--- src/hw/rtl/bmp24_pkg.sv ---
// bmp24_pkg: word types, status codes, phase codes and header layout constants
// for the 24-bit bmp stream decoder
// no dependencies
package bmp24_pkg;

	typedef enum logic [2:0] {
		ST_PIXEL      = 3'd0,
		ST_BAD_MAGIC  = 3'd1,
		ST_COMPRESSED = 3'd2,
		ST_BAD_DEPTH  = 3'd3,
		ST_SHORT_HDR  = 3'd4,
		ST_TRUNCATED  = 3'd5,
		ST_TOO_LARGE  = 3'd6
	} status_t;

	typedef enum logic [1:0] {
		PH_HEADER = 2'd0,
		PH_PIXELS = 2'd1,
		PH_PAD    = 2'd2,
		PH_DONE   = 2'd3
	} phase_t;

	typedef struct packed {
		logic [7:0] file_byte;
		logic       end_of_file;
	} in_word_t;

	typedef struct packed {
		status_t     status;
		logic [7:0]  red;
		logic [7:0]  green;
		logic [7:0]  blue;
		logic [11:0] pixel_x;
		logic [11:0] pixel_y;
		logic        last_result;
	} out_word_t;

	localparam logic [5:0]  HDR_LAST   = 6'd53;
	localparam logic [5:0]  OFS_WIDTH  = 6'd18;
	localparam logic [5:0]  OFS_HEIGHT = 6'd22;
	localparam logic [5:0]  OFS_PLANES = 6'd26;
	localparam logic [5:0]  OFS_BITS   = 6'd28;
	localparam logic [5:0]  OFS_COMPR  = 6'd30;
	localparam logic [15:0] BMP_MAGIC  = 16'h4D42;
	localparam logic [31:0] BMP_DEPTH  = 32'd24;

endpackage

--- src/hw/rtl/bmp24_stream_decoder.sv ---
// bmp24_stream_decoder: top level, header parse, pixel assembly and result queue
// depends on bmp24_pkg
//
// Takes one file byte per cycle: the 54-byte header is parsed, then every B,G,R
// triple gives one pixel word with its column and row (row mirrored when the
// flip register is set), row padding is skipped, and header problems, an early
// end of header or an early end of pixel data give one error word. A byte makes
// at most two result words, which go into a four-entry result queue; the byte
// input stalls while that queue holds three or more words, so with the result
// side never stalling a byte is taken every cycle. The end-of-file byte returns
// the decoder to its start so that the next byte begins a new file.
module bmp24_stream_decoder
	import bmp24_pkg::*;
#(
	parameter int MAX_DIM = 4096
) (
	input  logic      clk,
	input  logic      arst_n,
	input  logic      flip_we,
	input  logic      flip_wdata,
	input  logic      file_valid,
	output logic      file_stall,
	input  in_word_t  file_data,
	output logic      pix_valid,
	input  logic      pix_stall,
	output out_word_t pix_data
);

	localparam int CW = $clog2(MAX_DIM + 1);

	logic          flip_q;
	phase_t        phase_q, phase_n;
	logic [5:0]    hpos_q, hpos_n;
	logic [31:0]   width_q, width_n;
	logic [31:0]   height_q, height_n;
	logic [15:0]   planes_q, planes_n;
	logic [15:0]   bits_q, bits_n;
	logic [31:0]   compr_q, compr_n;
	logic [CW-1:0] col_q, col_n;
	logic [CW-1:0] row_q, row_n;
	logic [1:0]    bip_q, bip_n;
	logic [1:0]    pad_q, pad_n;
	logic [15:0]   hold_q, hold_n;

	out_word_t     res0, res1;
	logic [1:0]    nres;

	out_word_t     queue_q [4];
	logic [1:0]    wr_q, rd_q;
	logic [2:0]    cnt_q;
	logic          accept, pop;

	assign file_stall = (cnt_q > 3'd2);
	assign accept     = file_valid && !file_stall;
	assign pix_valid  = (cnt_q != 3'd0);
	assign pop        = pix_valid && !pix_stall;
	assign pix_data   = queue_q[rd_q];

	always_comb begin
		logic [7:0]    b;
		logic [1:0]    lane;
		logic [31:0]   depth;
		status_t       err;
		logic          err_hit;
		logic [CW-1:0] col_inc;
		logic [CW-1:0] row_inc;
		logic          last;
		logic [31:0]   y_full;
		logic [31:0]   col_ext;
		b        = file_data.file_byte;
		lane     = 2'd0;
		depth    = 32'(planes_q) * 32'(bits_q);
		err      = ST_PIXEL;
		err_hit  = 1'b0;
		col_inc  = col_q + 1'b1;
		row_inc  = row_q + 1'b1;
		last     = (col_inc == width_q[CW-1:0]) && (row_inc == height_q[CW-1:0]);
		y_full   = flip_q ? (height_q - 32'd1 - 32'(row_q)) : 32'(row_q);
		col_ext  = 32'(col_q);
		phase_n  = phase_q;
		hpos_n   = hpos_q;
		width_n  = width_q;
		height_n = height_q;
		planes_n = planes_q;
		bits_n   = bits_q;
		compr_n  = compr_q;
		col_n    = col_q;
		row_n    = row_q;
		bip_n    = bip_q;
		pad_n    = pad_q;
		hold_n   = hold_q;
		res0     = '0;
		res1     = '0;
		nres     = 2'd0;

		case (phase_q)
			PH_HEADER: begin
				if (hpos_q == 6'd0) begin
					hold_n[7:0] = b;
				end else if (hpos_q == 6'd1) begin
					hold_n[15:8] = b;
				end else if (hpos_q >= OFS_WIDTH && hpos_q < OFS_HEIGHT) begin
					lane = 2'(hpos_q - OFS_WIDTH);
					width_n[{lane, 3'b000} +: 8] = b;
				end else if (hpos_q >= OFS_HEIGHT && hpos_q < OFS_PLANES) begin
					lane = 2'(hpos_q - OFS_HEIGHT);
					height_n[{lane, 3'b000} +: 8] = b;
				end else if (hpos_q >= OFS_PLANES && hpos_q < OFS_BITS) begin
					lane = 2'(hpos_q - OFS_PLANES);
					planes_n[{lane[0], 3'b000} +: 8] = b;
				end else if (hpos_q >= OFS_BITS && hpos_q < OFS_COMPR) begin
					lane = 2'(hpos_q - OFS_BITS);
					bits_n[{lane[0], 3'b000} +: 8] = b;
				end else if (hpos_q >= OFS_COMPR && hpos_q < OFS_COMPR + 6'd4) begin
					lane = 2'(hpos_q - OFS_COMPR);
					compr_n[{lane, 3'b000} +: 8] = b;
				end
				if (hpos_q >= HDR_LAST) begin
					err_hit = 1'b1;
					if (hold_q != BMP_MAGIC) begin
						err = ST_BAD_MAGIC;
					end else if (compr_q != 32'd0) begin
						err = ST_COMPRESSED;
					end else if (depth != BMP_DEPTH) begin
						err = ST_BAD_DEPTH;
					end else if (width_q > 32'(MAX_DIM) || height_q > 32'(MAX_DIM)) begin
						err = ST_TOO_LARGE;
					end else begin
						err_hit = 1'b0;
					end
					if (err_hit) begin
						res0.status      = err;
						res0.last_result = 1'b1;
						nres             = 2'd1;
						phase_n          = PH_DONE;
					end else if (width_q == 32'd0 || height_q == 32'd0) begin
						phase_n = PH_DONE;
					end else begin
						phase_n = PH_PIXELS;
						col_n   = '0;
						row_n   = '0;
						bip_n   = 2'd0;
						hold_n  = 16'd0;
					end
				end else begin
					hpos_n = hpos_q + 6'd1;
				end
			end
			PH_PIXELS: begin
				case (bip_q)
					2'd0: begin
						hold_n[7:0] = b;
						bip_n       = 2'd1;
					end
					2'd1: begin
						hold_n[15:8] = b;
						bip_n        = 2'd2;
					end
					default: begin
						res0.status      = ST_PIXEL;
						res0.red         = b;
						res0.green       = hold_q[15:8];
						res0.blue        = hold_q[7:0];
						res0.pixel_x     = col_ext[11:0];
						res0.pixel_y     = y_full[11:0];
						res0.last_result = last;
						nres             = 2'd1;
						bip_n            = 2'd0;
						if (col_inc >= width_q[CW-1:0]) begin
							col_n = '0;
							if (last) begin
								phase_n = PH_DONE;
							end else begin
								row_n = row_inc;
								pad_n = width_q[1:0];
								if (width_q[1:0] != 2'd0) begin
									phase_n = PH_PAD;
								end
							end
						end else begin
							col_n = col_inc;
						end
					end
				endcase
			end
			PH_PAD: begin
				pad_n = pad_q - 2'd1;
				if (pad_n == 2'd0) begin
					phase_n = PH_PIXELS;
				end
			end
			default: begin
			end
		endcase

		if (file_data.end_of_file) begin
			if (phase_n != PH_DONE) begin
				if (nres == 2'd0) begin
					res0.status      = (phase_n == PH_HEADER) ? ST_SHORT_HDR : ST_TRUNCATED;
					res0.last_result = 1'b1;
				end else begin
					res1.status      = (phase_n == PH_HEADER) ? ST_SHORT_HDR : ST_TRUNCATED;
					res1.last_result = 1'b1;
				end
				nres = nres + 2'd1;
			end
			phase_n  = PH_HEADER;
			hpos_n   = 6'd0;
			width_n  = 32'd0;
			height_n = 32'd0;
			planes_n = 16'd0;
			bits_n   = 16'd0;
			compr_n  = 32'd0;
			col_n    = '0;
			row_n    = '0;
			bip_n    = 2'd0;
			pad_n    = 2'd0;
			hold_n   = 16'd0;
		end
	end

	always_ff @(posedge clk or negedge arst_n) begin
		if (!arst_n) begin
			flip_q   <= 1'b0;
			phase_q  <= PH_HEADER;
			hpos_q   <= 6'd0;
			width_q  <= 32'd0;
			height_q <= 32'd0;
			planes_q <= 16'd0;
			bits_q   <= 16'd0;
			compr_q  <= 32'd0;
			col_q    <= '0;
			row_q    <= '0;
			bip_q    <= 2'd0;
			pad_q    <= 2'd0;
			hold_q   <= 16'd0;
		end else begin
			if (flip_we) begin
				flip_q <= flip_wdata;
			end
			if (accept) begin
				phase_q  <= phase_n;
				hpos_q   <= hpos_n;
				width_q  <= width_n;
				height_q <= height_n;
				planes_q <= planes_n;
				bits_q   <= bits_n;
				compr_q  <= compr_n;
				col_q    <= col_n;
				row_q    <= row_n;
				bip_q    <= bip_n;
				pad_q    <= pad_n;
				hold_q   <= hold_n;
			end
		end
	end

	// result queue
	always_ff @(posedge clk) begin
		if (accept && nres != 2'd0) begin
			queue_q[wr_q] <= res0;
			if (nres == 2'd2) begin
				queue_q[wr_q + 2'd1] <= res1;
			end
		end
	end

	always_ff @(posedge clk or negedge arst_n) begin
		if (!arst_n) begin
			wr_q  <= 2'd0;
			rd_q  <= 2'd0;
			cnt_q <= 3'd0;
		end else begin
			if (accept) begin
				wr_q <= wr_q + nres;
			end
			if (pop) begin
				rd_q <= rd_q + 2'd1;
			end
			cnt_q <= cnt_q + (accept ? 3'(nres) : 3'd0) - (pop ? 3'd1 : 3'd0);
		end
	end

	a_cnt_bound: assert property (@(posedge clk) disable iff (!arst_n)
		cnt_q <= 3'd4)
		else $error("result queue overflow");

	a_err_last: assert property (@(posedge clk) disable iff (!arst_n)
		pix_valid && pix_data.status != ST_PIXEL |-> pix_data.last_result)
		else $error("error word without last flag");

	a_pix_dims: assert property (@(posedge clk) disable iff (!arst_n)
		phase_q == PH_PIXELS |-> width_q != 32'd0 && height_q != 32'd0)
		else $error("pixel phase with empty image");

	a_pad_nonzero: assert property (@(posedge clk) disable iff (!arst_n)
		phase_q == PH_PAD |-> pad_q != 2'd0)
		else $error("padding phase with nothing to skip");

	a_col_range: assert property (@(posedge clk) disable iff (!arst_n)
		phase_q == PH_PIXELS |-> 32'(col_q) < width_q && 32'(row_q) < height_q)
		else $error("pixel position outside image");

endmodule

--- config.mk ---
export PLATFORM = sky130hd
export DESIGN_NAME = bmp24_stream_decoder
export DESIGN_NICKNAME = d
export VERILOG_FILES = /design/src/hw/rtl/bmp24_pkg.sv /design/src/hw/rtl/bmp24_stream_decoder.sv
export SDC_FILE = /design/constraint.sdc
export NUM_CORES = 1
export LEC_CHECK = 0
export ABC_AREA = 1
export BUFFER_PORTS_ARGS = -buffer_cell sky130_fd_sc_hd__buf_4
export CORE_ASPECT_RATIO = 1.1
export CORE_UTILIZATION = 25
export DETAILED_ROUTE_END_ITERATION = 6
export PLACE_DENSITY = 0.5
export SYNTH_ARGS = -nofsm -noshare
export SYNTH_HDL_FRONTEND = slang
export SYNTH_SLANG_ARGS = --single-unit
--- constraint.sdc ---
create_clock -name clk -period 13.63 [get_ports clk]
set_clock_uncertainty 0.05 [all_clocks]
set_input_delay 3.4075 -clock clk [delete_from_list [all_inputs] [get_ports clk]]
set_output_delay 3.4075 -clock clk [all_outputs]
set_load 0.05 [all_outputs]
==> results.py <==
metrics = {
    "status": {
        "status": "complete, no violations",
    },
    "logic_synthesis": {
        "synth_area_leaders": "dfrtp_1 16%, nand2_1 16%, dfxtp_1 13%",
        "synth-edff-count": 12,
        "ys_seq_elements": 398,
        "async_flop_share_pct": 47.74,
        "avgSynthCellArea_um2": 7.261,
        "syn_nets": 4375,
        "synth_largest_area_cell": "dfrtp_1",
        "netlist.area_leader.share_pct": 16.28,
        "ys_seq_area_share_pct": 30.94,
        "ys_warn_count": 0,
        "synthesis.area_um2": 29210,
        "synthCells": 4023,
        "ys.flop_type": "dfxtp_1",
        "yosysUniqueCellTypes": 54,
    },
    "route": {
        "routedWlPerCell_um": 16.44,
        "drc_errors": 0,
        "drt-initial-drc-count": 1606,
        "final_antenna_net_count": 0,
        "vias": 25470,
        "drt-total-wl_um": 90720,
        "firstDrtPassIters": 6,
        "vias_per_cell": 4.614,
    },
    "setup_path": {
        "arrival_ps": 9370,
        "crit_type": "flip-flop to flip-flop",
        "crit_slowest_cell": "dfrtp_1",
        "crit_top_cell": "nand2_1",
        "cpPeakStageDelay_ps": 900,
        "critPathMaxFanout": 33,
        "setup.worst_path.end_class": "flip-flop",
        "reg2reg_depth": 33,
        "critPathLaunchType": "flip-flop",
        "required_ps": 14030,
    },
    "placed_design": {
        "place_area_um2": 30870,
        "dp_cells": 5435,
        "routabilityCongestion": 0.8730,
        "dp_hpwl_um": 64390,
        "port_buffers": 68,
    },
    "power_and_ir_drop": {
        "comb_power_share_pct": 49.0,
        "max-vdd-ir-drop_uv": 146.4,
        "internal_power_mw": 3.106,
        "seqPwrFrac_pct": 30.1,
        "leakage_nw": 15.65,
        "swShare_pct": 48.78,
        "powerDensity_nw_per_um2": 187.2,
        "p_clk_share_pct": 20.9,
        "p_sw_mw": 2.958,
        "power_mw": 6.064,
    },
    "cts": {
        "clockBufferDepth": 3,
        "cts_resized": 0,
        "worstSkewPairLatency_ps": 610,
        "cts.htree.levels": 2,
        "path_clk_slew_ps": 60,
        "cts_buffers": 47,
        "root_buffer": "clkbuf_16",
        "cts_tree": "done",
        "cts.sinks": 398,
        "postCtsSetupRepairBufs": 0,
        "holdBufCountCts": 0,
    },
    "floorplan": {
        "die_w_um": 327.9,
        "die_h_um": 360.5,
        "die_area_um2": 118200,
        "rows": 131,
        "core_um2": 115900,
        "io_pins": 69,
        "initial_core_util_pct": 25.21,
    },
    "global_route": {
        "grt_pass1_vias": 25380,
        "grt_pass1_wl_um": 145200,
        "grt_max_degree": 91,
        "antenna_found_initial": 3,
        "overflow": 0,
        "grt_usage_pct": 15.43,
    },
    "job": {
        "maxCapViolations": 0,
    },
    "final_layout": {
        "finish.instance_area_um2": 32400,
        "nets": 4307,
        "area_growth_pct": 10.93,
        "layout.cells.non_filler": 5520,
        "diodes": 0,
        "layout-drive-gt1-share_pct": 6.264,
    },
    "timing": {
        "worst_pin_slew_ps": 1100,
        "final_hold_viol_count": 0,
        "fmaxAchievable_ghz": 0.1115,
        "relSlewSlack_pct": 26.67,
        "rsz0062_at_grt": "false",
        "fin_crit_sh_pct": 65.78,
        "fin_tns_setup_ps": 0,
        "slew_viol_final": 0,
        "whs_ps": 402.6,
        "period_minus_slack_ps": 8965,
        "setup_violations": 0,
    },
    "worst_hold_path": {
        "min_delay_path_depth": 2,
        "holdCritPathClass": "flip-flop to flip-flop",
    },
}
-- layer usage --
metal / global-route usage [%] / vias up / part of all wire (%)
met2: 25.72 / 580 / 47
li1: - / 12450 / -
met4: 4.343 / 0 / 2.5
met3: 1.935 / 136 / 4.9
met5: 0 / - / 0
met1: 20.78 / 12300 / 45
-- worst max-delay path, delay by kind of cell, from the launching register on --
| family | cells | cell delay, ps |
|---|---|---|
| buffers and inverters | 5 | 730 |
| adders and majority gates | 8 | 3740 |
| and+or+nand+nor | 19 | 2600 |
| DFF | 1 | 900 |
| AOI/OAI and AO/OA | 1 | 780 |
-- placed cells by master (no fill, tap or decap), types with 14 or more instances in the layout --
master	n
inv_2	15
o22ai_1	52
nand4_1	40
a21oi_1	67
nor4_1	19
nor2_1	312
clkbuf_1	15
dfrtp_1	189
nand3_1	309
nand2_1	1227
inv_1	566
nor3_1	22
ha_1	141
o211ai_1	14
clkbuf_16	48
fa_1	196
o21ai_0	293
dfxtp_1	196
buf_4	85
xor2_1	27
mux2_2	23
-- state kept, by name, indices dropped and copies added (netlist names) --
| signal | count |
|---|---|
| cnt_q | 3 |
| pad_q | 2 |
| hpos_q | 6 |
| width_q | 32 |
| compr_q | 32 |
| rd_q | 2 |
| bip_q | 2 |
| queue_q | 208 |
| planes_q | 16 |
| bits_q | 16 |
| wr_q | 2 |
| height_q | 32 |
| row_q | 13 |
| phase_q | 2 |
| flip_q | 1 |
| hold_q | 16 |
| col_q | 13 |
-- synthesized netlist by cell type (10+ instances only) --
master,number
o22ai_1,52
dfxtp_1,196
nand3_1,309
fa_1,196
nand2_2,10
nor2_1,312
nor3_1,22
nand2_1,1230
inv_2,13
nor4_1,19
clkbuf_1,158
ha_1,141
a21oi_1,67
nand4_1,40
o211ai_1,14
xor2_1,27
nand3_2,13
inv_1,567
dfrtp_1,190
edfxtp_1,12
buf_2,21
o21ai_0,293
buf_6,18
mux2_2,23
-- path summary, 6_finish.rpt --
path,slack (ps),startpoint,end
max in group asynchronous,8530,arst_n,planes_q[15]
min reg2reg,400,queue_q[1][33],queue_q[1][33]
max,4660,planes_q[10],queue_q[1][0]
min,400,queue_q[1][33],queue_q[1][33]
max reg2reg,4660,planes_q[10],queue_q[1][0]
min in group asynchronous,2700,arst_n,flip_q
-- power groups by stage --
stage	Combinational, mW	Sequential [mW]	Clock [mW]
after floorplan	2.36	1.53	0
after global placement	2.98	1.84	0
after detailed placement	2.98	1.84	0
after CTS	3.00	1.82	1.30
after global routing	3.34	1.86	1.35
final	2.97	1.83	1.27
-- cell type report --
cell class | instances | area [um2]
fill | 12620 | 83480
multi-input combinational | 2836 | 17060
sequential | 398 | 9042
inverter | 586 | 2200
tap | 1529 | 1913
clock buffer | 75 | 1423
timing repair buffer | 86 | 651.9
clock inverter | 10 | 115.1
-- cells by family after synthesis --
logic type	after synthesis	synth area share (%)
DFF	398	30.94
and+or+nand+nor	1986	28.42
muxes	23	0.8866
AOI/OAI and AO/OA	457	8.532
xor gates and xnor gates	33	0.9894
buffers and inverters	789	10.76
adders and majority gates	337	19.47
-- per-stage QoR --
stage	setup slack, ps	utilization [%]
3_5_place_dp	4706	26.64
6_report	4665	27.96
2_1_floorplan	5938	-
4_1_cts	4681	27.96
3_3_place_gp	4688	26.64
5_1_grt	4062	27.96
Note: power is estimated with default switching activity, not from simulation.
